<file path="config.mk">
export PLATFORM = sky130hd
export DESIGN_NAME = sliding_window_average_top
export DESIGN_NICKNAME = d
export VERILOG_FILES = /design/src/design/swa_pkg.sv /design/src/design/sliding_window_average_top.sv /design/src/design/swa_datapath.sv /design/src/design/swa_ctrl.sv
export SDC_FILE = /design/constraint.sdc
export NUM_CORES = 1
export LEC_CHECK = 0
export BUFFER_PORTS_ARGS = -buffer_cell sky130_fd_sc_hd__buf_2
export CORE_UTILIZATION = 35
export CTS_CLUSTER_DIAMETER = 80
export DETAILED_ROUTE_END_ITERATION = 8
export MAX_ROUTING_LAYER = met4
export PLACE_DENSITY = 0.59
export SLEW_MARGIN = 20
export SYNTH_ARGS = -nofsm -noshare
export SYNTH_HDL_FRONTEND = slang
export SYNTH_HIERARCHICAL = 1
export SYNTH_SLANG_ARGS = --single-unit
</file>
<file path="constraint.sdc">
create_clock -name clk -period 3.91 [get_ports clk]
set_clock_uncertainty 0.1 [all_clocks]
set_input_delay 0.1955 -clock clk [delete_from_list [all_inputs] [get_ports clk]]
set_output_delay 0.1955 -clock clk [all_outputs]
set_load 0.01 [all_outputs]
</file>
<file path="src/design/swa_pkg.sv">
// Shared constants, types and controller/datapath interface structs for the
// sliding window average block. No dependencies.
`default_nettype none

package swa_pkg;

  localparam int WINDOW_MAX  = 32;
  localparam int SAMPLE_BITS = 16;
  localparam int CFG_BITS    = 6;
  localparam int PTR_BITS    = $clog2(WINDOW_MAX);
  localparam int LEN_BITS    = $clog2(WINDOW_MAX + 1);
  localparam int SUM_BITS    = SAMPLE_BITS + PTR_BITS;
  localparam int DIV_STEPS   = SUM_BITS;
  localparam int DCNT_BITS   = $clog2(DIV_STEPS);

  typedef logic signed [SAMPLE_BITS-1:0] sample_t;
  typedef logic signed [SUM_BITS-1:0]    sum_t;

  // controller -> datapath
  typedef struct packed {
    logic accept;    // take input beat, write delay line
    logic issue;     // read one delay-line entry
    logic div_init;  // load divider from window sum
    logic div_step;  // one quotient bit
    logic load_out;  // move quotient to output register
  } swa_cmd_t;

  // datapath -> controller
  typedef struct packed {
    logic fill_ok;   // accepted sample completes a window
    logic rd_last;   // last entry of the window being read
    logic div_last;  // last quotient bit
    logic out_free;  // output register can take a result
  } swa_stat_t;

endpackage

`default_nettype wire

</file>
<file path="src/design/sliding_window_average_top.sv">
// Sliding window average: each input beat carries one Q7.8 sample; once the
// current set holds at least window_length samples, each beat yields the mean
// of the newest window_length samples, truncated toward zero. A beat that
// completes no window does not hold in_stall. A beat with a result holds
// in_stall after acceptance while the delay-line memory gives one entry per
// cycle to the accumulator and then a bit-serial divider finds the quotient
// one bit at a time. The result sits in an output register, so the next beat
// is taken while it waits; the block only waits on out_stall if a second
// result is ready before the first is taken.
// Depends on swa_pkg, swa_ctrl and swa_datapath.
`default_nettype none

module sliding_window_average_top import swa_pkg::*; (
  input  wire logic                   clk,
  input  wire logic                   rst_n,
  input  wire logic                   in_valid,
  output logic                        in_stall,
  input  wire logic [SAMPLE_BITS-1:0] in_sample,
  input  wire logic                   in_start_of_set,
  output logic                        out_valid,
  input  wire logic                   out_stall,
  output logic [SAMPLE_BITS-1:0]      out_average,
  input  wire logic                   cfg_we,
  input  wire logic [CFG_BITS-1:0]    cfg_wdata
);

  swa_cmd_t  cmd;
  swa_stat_t stat;

  swa_ctrl u_ctrl (
    .clk      (clk),
    .rst_n    (rst_n),
    .in_valid (in_valid),
    .in_stall (in_stall),
    .stat     (stat),
    .cmd      (cmd)
  );

  swa_datapath u_dp (
    .clk             (clk),
    .rst_n           (rst_n),
    .in_sample       (in_sample),
    .in_start_of_set (in_start_of_set),
    .cfg_we          (cfg_we),
    .cfg_wdata       (cfg_wdata),
    .cmd             (cmd),
    .stat            (stat),
    .out_valid       (out_valid),
    .out_stall       (out_stall),
    .out_average     (out_average)
  );

endmodule

`default_nettype wire

</file>
<file path="src/design/swa_datapath.sv">
// Datapath: delay-line memory, fill and window length registers, window
// accumulator, bit-serial divider and output register. Uses swa_pkg.
`default_nettype none

module swa_datapath import swa_pkg::*; (
  input  wire logic                clk,
  input  wire logic                rst_n,
  input  wire logic [SAMPLE_BITS-1:0] in_sample,
  input  wire logic                in_start_of_set,
  input  wire logic                cfg_we,
  input  wire logic [CFG_BITS-1:0] cfg_wdata,
  input  wire swa_cmd_t            cmd,
  output swa_stat_t                stat,
  output logic                     out_valid,
  input  wire logic                out_stall,
  output logic [SAMPLE_BITS-1:0]   out_average
);

  logic [SAMPLE_BITS-1:0] hist_mem [WINDOW_MAX];

  logic [LEN_BITS-1:0]    wlen_r, wlen_nxt;
  logic [LEN_BITS-1:0]    fill_r, fill_nxt;
  logic [PTR_BITS-1:0]    wp_r;
  logic [PTR_BITS-1:0]    rd_ptr_r;
  logic [LEN_BITS-1:0]    rd_cnt_r;
  logic                   rd_valid_r;
  sample_t                rd_data_r;
  sum_t                   acc_r;
  logic [SUM_BITS-1:0]    quo_r;
  logic [LEN_BITS-1:0]    rem_r;
  logic                   neg_r;
  logic [DCNT_BITS-1:0]   dcnt_r;
  logic [LEN_BITS+1:0]    trial;
  logic [SUM_BITS-1:0]    mean_w;
  logic                   out_valid_r;
  logic [SAMPLE_BITS-1:0] out_average_r;

  // register write: zero reads as one, large values saturate
  always_comb begin
    priority if (cfg_wdata == '0) begin
      wlen_nxt = LEN_BITS'(1);
    end else if (int'(cfg_wdata) > WINDOW_MAX) begin
      wlen_nxt = LEN_BITS'(WINDOW_MAX);
    end else begin
      wlen_nxt = LEN_BITS'(cfg_wdata);
    end
  end

  always_comb begin
    priority if (in_start_of_set) begin
      fill_nxt = LEN_BITS'(1);
    end else if (fill_r == LEN_BITS'(WINDOW_MAX)) begin
      fill_nxt = fill_r;
    end else begin
      fill_nxt = fill_r + 1'b1;
    end
  end

  always_ff @(posedge clk) begin
    if (!rst_n) begin
      wlen_r     <= LEN_BITS'(1);
      fill_r     <= '0;
      wp_r       <= '0;
      rd_valid_r <= 1'b0;
    end else begin
      if (cfg_we) begin
        wlen_r <= wlen_nxt;
      end
      if (cmd.accept) begin
        fill_r <= fill_nxt;
        wp_r   <= (wp_r == PTR_BITS'(WINDOW_MAX - 1)) ? '0 : wp_r + 1'b1;
      end
      rd_valid_r <= cmd.issue;
    end
  end

  // delay line; write only on accept, reads only while walking the window
  always_ff @(posedge clk) begin
    if (cmd.accept) begin
      hist_mem[wp_r] <= in_sample;
    end
    if (cmd.issue) begin
      rd_data_r <= hist_mem[rd_ptr_r];
    end
  end

  // walk backward from the newest entry
  always_ff @(posedge clk) begin
    if (cmd.accept) begin
      rd_ptr_r <= wp_r;
      rd_cnt_r <= wlen_r;
    end else if (cmd.issue) begin
      rd_ptr_r <= (rd_ptr_r == '0) ? PTR_BITS'(WINDOW_MAX - 1) : rd_ptr_r - 1'b1;
      rd_cnt_r <= rd_cnt_r - 1'b1;
    end
  end

  always_ff @(posedge clk) begin
    if (cmd.accept) begin
      acc_r <= '0;
    end else if (rd_valid_r) begin
      acc_r <= acc_r + sum_t'(rd_data_r);
    end
  end

  // restoring divide of |sum| by window length, one bit per cycle
  assign trial = {1'b0, rem_r, quo_r[SUM_BITS-1]} - {2'b00, wlen_r};

  always_ff @(posedge clk) begin
    if (cmd.div_init) begin
      neg_r  <= acc_r[SUM_BITS-1];
      quo_r  <= acc_r[SUM_BITS-1] ? SUM_BITS'(-acc_r) : SUM_BITS'(acc_r);
      rem_r  <= '0;
      dcnt_r <= '0;
    end else if (cmd.div_step) begin
      dcnt_r <= dcnt_r + 1'b1;
      if (!trial[LEN_BITS+1]) begin
        rem_r <= trial[LEN_BITS-1:0];
        quo_r <= {quo_r[SUM_BITS-2:0], 1'b1};
      end else begin
        rem_r <= {rem_r[LEN_BITS-2:0], quo_r[SUM_BITS-1]};
        quo_r <= {quo_r[SUM_BITS-2:0], 1'b0};
      end
    end
  end

  assign mean_w = neg_r ? (~quo_r + 1'b1) : quo_r;

  always_ff @(posedge clk) begin
    if (!rst_n) begin
      out_valid_r <= 1'b0;
    end else if (cmd.load_out) begin
      out_valid_r <= 1'b1;
    end else if (!out_stall) begin
      out_valid_r <= 1'b0;
    end
  end

  always_ff @(posedge clk) begin
    if (cmd.load_out) begin
      out_average_r <= mean_w[SAMPLE_BITS-1:0];
    end
  end

  assign stat.fill_ok  = (fill_nxt >= wlen_r);
  assign stat.rd_last  = (rd_cnt_r == LEN_BITS'(1));
  assign stat.div_last = (dcnt_r == DCNT_BITS'(DIV_STEPS - 1));
  assign stat.out_free = !out_valid_r || !out_stall;

  assign out_valid   = out_valid_r;
  assign out_average = out_average_r;

endmodule

`default_nettype wire

</file>
<file path="src/design/swa_ctrl.sv">
// Controller: sequences accept, window read, divide and result hand-off.
// Uses swa_pkg for the command and status structs.
`default_nettype none

module swa_ctrl import swa_pkg::*; (
  input  wire logic      clk,
  input  wire logic      rst_n,
  input  wire logic      in_valid,
  output logic           in_stall,
  input  wire swa_stat_t stat,
  output swa_cmd_t       cmd
);

  localparam logic [2:0] S_IDLE = 3'd0;
  localparam logic [2:0] S_READ = 3'd1;
  localparam logic [2:0] S_LAST = 3'd2;  // last read data lands in the sum
  localparam logic [2:0] S_INIT = 3'd3;
  localparam logic [2:0] S_DIV  = 3'd4;
  localparam logic [2:0] S_DONE = 3'd5;

  logic [2:0] state_r, state_nxt;

  always_comb begin
    state_nxt = state_r;
    cmd       = '0;
    unique case (state_r)
      S_IDLE: begin
        if (in_valid) begin
          cmd.accept = 1'b1;
          if (stat.fill_ok) begin
            state_nxt = S_READ;
          end
        end
      end
      S_READ: begin
        cmd.issue = 1'b1;
        if (stat.rd_last) begin
          state_nxt = S_LAST;
        end
      end
      S_LAST: begin
        state_nxt = S_INIT;
      end
      S_INIT: begin
        cmd.div_init = 1'b1;
        state_nxt    = S_DIV;
      end
      S_DIV: begin
        cmd.div_step = 1'b1;
        if (stat.div_last) begin
          state_nxt = S_DONE;
        end
      end
      S_DONE: begin
        if (stat.out_free) begin
          cmd.load_out = 1'b1;
          state_nxt    = S_IDLE;
        end
      end
      default: begin
        state_nxt = S_IDLE;
      end
    endcase
  end

  always_ff @(posedge clk) begin
    if (!rst_n) begin
      state_r <= S_IDLE;
    end else begin
      state_r <= state_nxt;
    end
  end

  assign in_stall = (state_r != S_IDLE);

endmodule

`default_nettype wire

</file>
# Word level (Yosys, flattened, before mapping)
# Memories as Yosys holds them, arrays and structs flattened. A register that Yosys moved wholly into a read port is not among the register bits.
# Index checks and enable logic that the tools add are counted.
# word_totals
regBits	103
ramBits	512
out_inout_bits	18
wordCells	85
n_memories	1
# mem_list
name	words	word_bits	read_ports	rd_ports_with_merged_regs	write_ports	line_no	rtl
u_dp.hist_mem	32	16	1	1	1	swa_datapath.sv:19	logic [SAMPLE_BITS-1:0] hist_mem [WINDOW_MAX];
# classes
addsub	9
n_lt_le_gt_ge	2
n_eq_ne	15
mux	33
bitwise_logic	1
n_reduce_logical	10
# op_table
op	count
$mux 21	3
$mux 6	7
$add 21x16->21	1
$neg 21->21	1
$mux 5	4
$pmux 3 s6	1
$add 16x1->16 const B	1
$mux 16	1
$not 16->16	1
$mux 3	5
$mux 1	12
$add 5x1->5 const B	2
$eq 5x5->1 const B	2
$ne 2x2->1 const B	5
$sub 7x6->8	1
$add 6x1->6 const B	1
$eq 3x2->1 const B	2
$eq 3x3->1 const B	2
$eq 6x1->1 const B	1
$eq 6x6->1 const B	1
$ge 6x6->1	1
$gt 6x6->1 const B	1
$logic_not 6->1	1
$sub 6x1->6 const B	1
other kinds (10)	12

# Depth between registers and ports, before layout
# Gate-level depths: netlist of run 1.
# logic_depth
depth_word	7
depth_mapped	17
mapped_depth_nobuf	16

# Hierarchy
# Netlist of run 1, hierarchy kept.
# by_module_without_submodules
mod	instances	cells_each	area_per_inst_um2
swa_datapath	1	1469	26315.2
swa_ctrl	1	26	185.2

# Least setup slack after synthesis of run 1
# OpenSTA, ideal clock, no wires.
# synth_path
kind	register to register
from	reg u_ctrl.state_r[1]
to	mem u_dp.hist_mem[10][0], enable pin
setup_ns	0.409
t_arrival_ns	2.778
required_ns	3.401
slack_ns	0.623
path_stages_with_launch	7
path_cell_list	dfxtp_1 > or3_1 > nor2_1 > clkbuf_1 > clkbuf_1 > nand2_1 > nor3_1
# synth_lines
item	line_no	rtl
start: declaration	swa_ctrl.sv:21	logic [2:0] state_r, state_nxt;
start signal: assignment	swa_ctrl.sv:70	state_r <= state_nxt;
end: declaration	swa_datapath.sv:19	

# Final worst setup path of run 1
# layout_path
from	reg u_dp.rd_data_r[0] (read register of u_dp.hist_mem)
to	reg u_dp.acc_r[16]
# layout_between
elab_chain_len	1
# layout_lines
item	line_no	rtl
start: declaration	swa_datapath.sv:27	sample_t rd_data_r;
$add 21x16->21	swa_datapath.sv:102	acc_r <= acc_r + sum_t'(rd_data_r);
end signal: assignment	swa_datapath.sv:102	
end: declaration	swa_datapath.sv:28	sum_t acc_r;
# No other way between the ends.
# A chain may end at the register's enable or synchronous reset.

==> impl_results.md, run 1 <==
- Most used cell, CP: o21ai_0
- Commonest non-fill, non-tap cell in the layout: edfxtp_1
- FF-to-FF Start: u_dp/rd_data_r[0]
- Synthesized Nets: 1571
- Final Hold Fails: 0
- Synth unique cells: 62
- Reg2Reg Depth: 9
- Cell chain of the critical path: ha_1 -> fa_1 -> a21o_1 -> nand4_1 -> a21oi_1 -> a2bb2oi_1 -> o21ai_0 -> xnor2_1 -> o21ai_0
- Global-route wire length before repair: roughly 89000 microns
- Clock tree buffer depth: 3
- Dpl cells: approximately 2500
- Commonest cells after routing, fill and taps aside: edfxtp_1 (577), mux4_2 (160), nor2_1 (77), clkbuf_16 (66), nand2_1 (64)
- Setup slack, reg-to-reg: 0.98 ns
- Die width: 277 microns
- All-Layer GR Usage: 0.162
- Max-slew headroom: 0.412
- Start point of the critical path: u_dp/rd_data_r[0]
- Period utilisation layout: 0.749
- Max-cap violations: 0
- Slowest cell on crit path: a2bb2oi_1
- Iteration count of the initial detailed-routing pass: 5
- DP Wirelength: 35400 microns
- Post-layout util: 0.410
- Setup crit start kind: flip-flop
- Critical Path RT: 4.28 ns
- # nets final: about 1700
- Vias: 13700
- Post-synth EDFFs: between 500 and 600
- Worst-margin pin slew: between 0.8 and 0.9 ns
- Final setup viols: 0
- Crit path capture: u_dp/acc_r[16]
- Antenna Nets Post-Route: 0
- Worst-skew pair later-pin latency: 0.60 ns
- Leakage: around 10 nW
- Fmax achieved: 341 MHz
- Async S/R FF share, synth: 0
- Total Wirelength: 59300 microns
- Clk sink count: 631
- Core box area: ~75000 sq um
- Share of post-route cells with drive strength above 1: 0.245
- Final non-filler cell total: 2643
- Post-Route Setup TNS: 0 ns
- Post-synth top area cell: edfxtp_1
- VDD IR max: 0.536 mV
- H-tree Lvls: 3
- P per Cell Area: a little under 600 nW/um^2
- Status: finished, final reports clean
- Drt first-iter violations: 1293
- Peak fanout along the critical path: 7
- Initial Util: 0.355
- CP max stage delay: 0.53 ns
- Clock root cell: clkbuf_16
- Area used by multi-input combinational logic: 7740 sq um
- CTS clock-pin slew for the worst setup and hold paths: 0.06 ns
- GP Congestion: 0.831
- Pins Over Slew Limit: 0
- Mapped Cells: 1495
- Min-delay worst type: primary input to flip-flop
- Post-synth top flop: edfxtp_1
- Yosys reg bits: 631
- Worst R2R End: u_dp/acc_r[16]
- Mapped Area: 26500 sq um
- Area Growth Syn to Fin: 15.6%
- Wire per inst: about 22 microns
- Core Rows: 100
- RSZ-0062 raised after global routing: false
- CP Class: flip-flop to flip-flop
- CTS tree: yes
- Number of global-route vias before repair: ~14000
- Clock period minus final worst setup slack: between 2 and 3 ns
- Ranking of synthesized cells by area: edfxtp_1 (65%), mux4_2 (14%), dfxtp_1 (4.1%), ha_1 (2.2%), nor2_1 (1.4%)
- Syn. warnings: 6
- Vias per inst: between 5 and 6
- Reg area: 18400 sq um
- Post-synthesis sequential area ratio: 0.695
- Die Area: 76800 sq um
- I/O Buffers: 45
- Final Power: about 18 mW
- Critical Path End Type: flip-flop
- Initial antenna violation count: 3
- Arrival @ worst endpoint: 3.30 ns
- I/O Pins: 46
- Largest net degree at the start of global routing: 85
- TritonCTS Buffers: 66
- DRC viols: 0
- Post-CTS Resized: 0
- Top-area cell type share of the netlist area: 0.654
- FILL cells: 6520
- Mean Syn Cell Area: 17.7 sq um
- Die Ht: 277 microns
- GRT overflow: 0
Yosys cell counts, types with 26 or more instances:
library cell / count
a21oi_1: 49
clkbuf_1: 41
dfxtp_1: 54
edfxtp_1: 577
ha_1: 46
inv_1: 34
mux4_2: 160
nand2_1: 64
nor2_1: 98
o21ai_0: 35
xnor2_1: 37
xor2_1: 26
flip-flops by register name, indices dropped and copies added, names as in the netlist:
name and flops:
u_dp/acc_r 21, u_dp/quo_r 21, u_dp/rd_valid_r 1, u_dp/fill_r 6
u_dp/hist_mem 512, u_dp/out_valid 1, u_dp/wlen_r 6, u_dp/rd_data_r 16
u_dp/rem_r 6, u_dp/out_average 16, u_dp/rd_cnt_r 6, u_dp/dcnt_r 5
u_dp/rd_ptr_r 5, u_dp/neg_r 1, u_ctrl/state_r 3, u_dp/wp_r 5
what timing repair did:
item                                   in CTS  in global routing
buffers inserted                            0                  0
endpoints found under the hold margin     309                  0
hold buffers                               31                  0
layout make-up:
type,count,area share
clock inverters,28,0.0123
inverters,35,0.00429
diodes,3,0.000245
flip-flops and latches,631,0.601
clock buffers,88,0.0572
well taps,969,0.0396
multi-input cells,760,0.253
repair buffers,129,0.0332
through the flow:
step | hold slack, ns | cell area, sq um | worst slack, ns
2_1_floorplan | 0.194 | 26500 | 0.623
3_3_place_gp | 0.355 | 28200 | 0.959
3_5_place_dp | 0.372 | 28200 | 0.933
4_1_cts | 0.000967 | 30600 | 0.944
5_1_grt | 0.0183 | 30600 | 0.785
6_report | 0.0145 | 30600 | 0.981
worst min-delay path by stage:
stage	from	endpoint	slack [ns]	depth (start not counted)
detailed placement	out_stall	u_dp/out_valid	0.37	3
CTS	in_sample[15]	u_dp/hist_mem[8][15]	0.001	1
finish	in_sample[15]	u_dp/hist_mem[6][15]	0.01	1
global placement	u_dp/rem_r[5]	u_dp/rem_r[5]	0.36	2
global route	in_sample[15]	u_dp/hist_mem[7][15]	0.02	1
floorplan	in_sample[0]	u_dp/hist_mem[0][0]	0.19	0
metal layers:
metal	part of all wire	global-route usage	vias up
met5	0	-	-
met4	0.032	0.0573	0
met3	0.048	0.0336	89
met2	0.48	0.254	295
met1	0.44	0.208	7137
li1	-	-	6209
where the power goes:
part	internal (mW)	switching [mW]
Combinational	1.80	1.81
Sequential	7.64	0.334
Clock	3.59	2.59
Total	13.0	4.73
cells by family after synthesis:
group                      count (synthesis)  synth area share
DFF                                      631             0.695
and+or+nand+nor                          288            0.0520
muxes                                    208             0.155
AOI/OAI and AO/OA                        153            0.0362
buffers and inverters                    104            0.0178
xor gates and xnor gates                  63            0.0208
adders and majority gates                 48            0.0232
worst max-delay path, delay by kind of cell, from the launching register on:
kind / cells / cell delay (ns)
xor gates and xnor gates: 1 / 0.17
AOI/OAI and AO/OA: 5 / 1.20
DFF: 1 / 0.50
adders and majority gates: 2 / 0.68
and+or+nand+nor: 1 / 0.12
(Power assumes the default switching activity.)
==> run 2: changes to the inputs <==
- PLACE_DENSITY: 0.59 -> 0.61
- clock period: 3.91 -> 2.35 ns (I/O delays scaled with it)
==> run 2 against run 1 <==
Compared with the run above:
- the run now ends with negative setup slack left
- first-iteration DRC count rose by 4.4%
- global-route usage rose by 0.62 points
- critical path depth fell by 2
- worst setup slack got worse by 1.3 ns
- worst hold slack improved by 0.38 ns
- clock power rose by 65%
- routed wire length rose by 4.4%
- cell count rose by 4.9%
- die area did not move
==> impl_results.md, run 2 (synthesized netlist as in run 1, its figures left out) <==
- Status: finished with violations
- Failing checks: negative setup slack
- Die width: 277 microns
- DRC viols: 0
- Final setup viols: 20
- Critical path buffers and inverters: 4
- TritonCTS Buffers: 67
- Drt first-iter violations: 1350
- Critical Path RT: 2.60 ns
- Commonest non-fill, non-tap cell in the layout: edfxtp_1
- Clock root cell: clkbuf_16
- Vias: between 10000 and 15000
- Antenna Nets Post-Route: 0
- Reg2Reg Depth: 7
- Slowest cell on crit path: mux4_2
- # nets final: between 1500 and 2000
- CP max stage delay: 0.53 ns
- Number of global-route vias before repair: ~15000
- Setup crit start kind: flip-flop
- Iteration count of the initial detailed-routing pass: 5
- Commonest cells after routing, fill and taps aside: edfxtp_1 (577), mux4_2 (160), buf_4 (107), nor2_1 (77), clkbuf_16 (71)
- CTS clock-pin slew for the worst setup and hold paths: 0.06 ns
- Peak fanout along the critical path: 6
- Die Area: 76800 sq um
- Number of flip-flops in the largest register: 512
- All-Layer GR Usage: 0.168
- Initial antenna violation count: 0
- I/O Pins: 46
- VDD IR max: approximately 0.54 mV
- Wire per inst: between 20 and 25 microns
- Period utilisation layout: 1.12
- Global-route wire length before repair: 94000 microns
- Cell chain of the critical path: buf_6 -> buf_12 -> buf_12 -> buf_16 -> mux4_2 -> mux4_2 -> mux2_4
- GRT overflow: 0
- Crit path depth: 7
- Wire length on met2: 30600 microns
- Worst-margin pin slew: around 0.72 ns
- CTS tree: yes
- CP Class: flip-flop to flip-flop
- H-tree Lvls: 3
- Clock period minus final worst setup slack: 2.64 ns
- Share of post-route cells with drive strength above 1: 0.329
- Pre-CTS WS: -0.343 ns
- Final Hold Fails: 0
- M1 WL: 27000 microns
- GP Congestion: 0.850
- I/O Buffers: 45
- Arrival @ worst endpoint: ~2.9 ns
- Top layer in use: met4
- Hold path depth: 2
- Clock tree buffer depth: 3
- Regs by FF count: u_dp/hist_mem x512, u_dp/acc_r x21, u_dp/quo_r x21
- Core box area: roughly 75000 sq um
- Top reg by flops: u_dp/hist_mem
- Leakage: 11.0 nW
- Top Family by Delay on Critical Path: multiplexers
- Initial Util: 0.355
- Worst-skew pair later-pin latency: about 0.62 ns
- Largest net degree at the start of global routing: 49
- Clk sink count: 631
- ANT cells: 0
- Max-cap violations: 0
- Area Growth Syn to Fin: 24.3%
- Core Rows: 100
- RSZ-0062 raised after global routing: true
- Vias per inst: 5.20
- Max-slew headroom: 0.516
- Min-delay worst type: flip-flop to flip-flop
- P per Cell Area: 943 nW/um^2
- Critical Path End Type: flip-flop
- Die Ht: 277 microns
- Final Power: 31.1 mW
- Post-route setup slack: -0.290 ns
- Total Wirelength: a little over 60000 microns
- Post-layout util: 0.441
- Metal3 WL: 2980 microns
- Fmax achieved: 379 MHz
- DP Wirelength: 38300 microns
- Pins Over Slew Limit: 0
[run 2: cell types whose count changed in the layout (fill, tap and decap cells not counted), sizes merged]
cell / previous run / this run
clkinv: 18 / 23
diode: 3 / 0
buf: 98 / 220
clkinvlp: 0 / 1
dlygate4sd3: 31 / 35
bufinv: 6 / 3
clkbuf: 88 / 94
inv: 39 / 37
[run 2: per-stage QoR]
step	instance area (sq um)	hold slack, ns	TNS, ns	std cells
after floorplan	26900	0.116	-7.63	1495
after global placement	29600	0.286	-3.80	2589
after detailed placement	29600	0.292	-4.44	2589
after CTS	32800	0.398	-3.73	2770
after global routing	32900	0.406	-4.99	2773
final	32900	0.392	-3.89	2773
[run 2: routing by layer]
layer | vias up | global-route usage
met5 | - | -
met3 | 103 | 0.0247
met1 | 7459 | 0.221
met4 | 0 | 0.0479
met2 | 381 | 0.270
li1 | 6486 | -
[run 2: layout make-up]
class / count / area [sq um]
fill: 6324 / 41800
sequential: 631 / 18400
multi-input combinational: 760 / 8260
timing repair buffer: 258 / 2800
clock buffer: 91 / 1810
tap: 969 / 1210
clock inverter: 29 / 315
inverter: 35 / 134
[run 2: final timing paths]
| kind | start | end | slack [ns] |
|---|---|---|---|
| setup / recovery | u_dp/rd_ptr_r[0] | u_dp/rd_data_r[11] | -0.29 |
| hold / removal | u_dp/rem_r[1] | u_dp/rem_r[1] | 0.39 |
| setup reg to reg | u_dp/rd_ptr_r[0] | u_dp/rd_data_r[11] | -0.29 |
| hold reg to reg | u_dp/rem_r[1] | u_dp/rem_r[1] | 0.39 |
[run 2: where the power goes]
part           internal, mW  switching [mW]  leakage, nW
sequential             12.7           0.320         5.65
clock                  5.81            4.38         1.03
combinational          4.15            3.71         4.36
total                  22.7            8.41         11.0
[run 2: tightest hold or removal path: stages (launching register included)]
cell,delay [ns]
dfxtp_1,0.32
nand2b_1,0.07
a21oi_1,0.05
[run 2: repair_timing]
item	CTS	global route
setup buffers	18	7
endpoints found under the hold margin	510	0
pin swaps	21	15
endpoints found under the setup margin	28	70
hold buffers	35	0
resized for setup	63	45
gates cloned	9	3
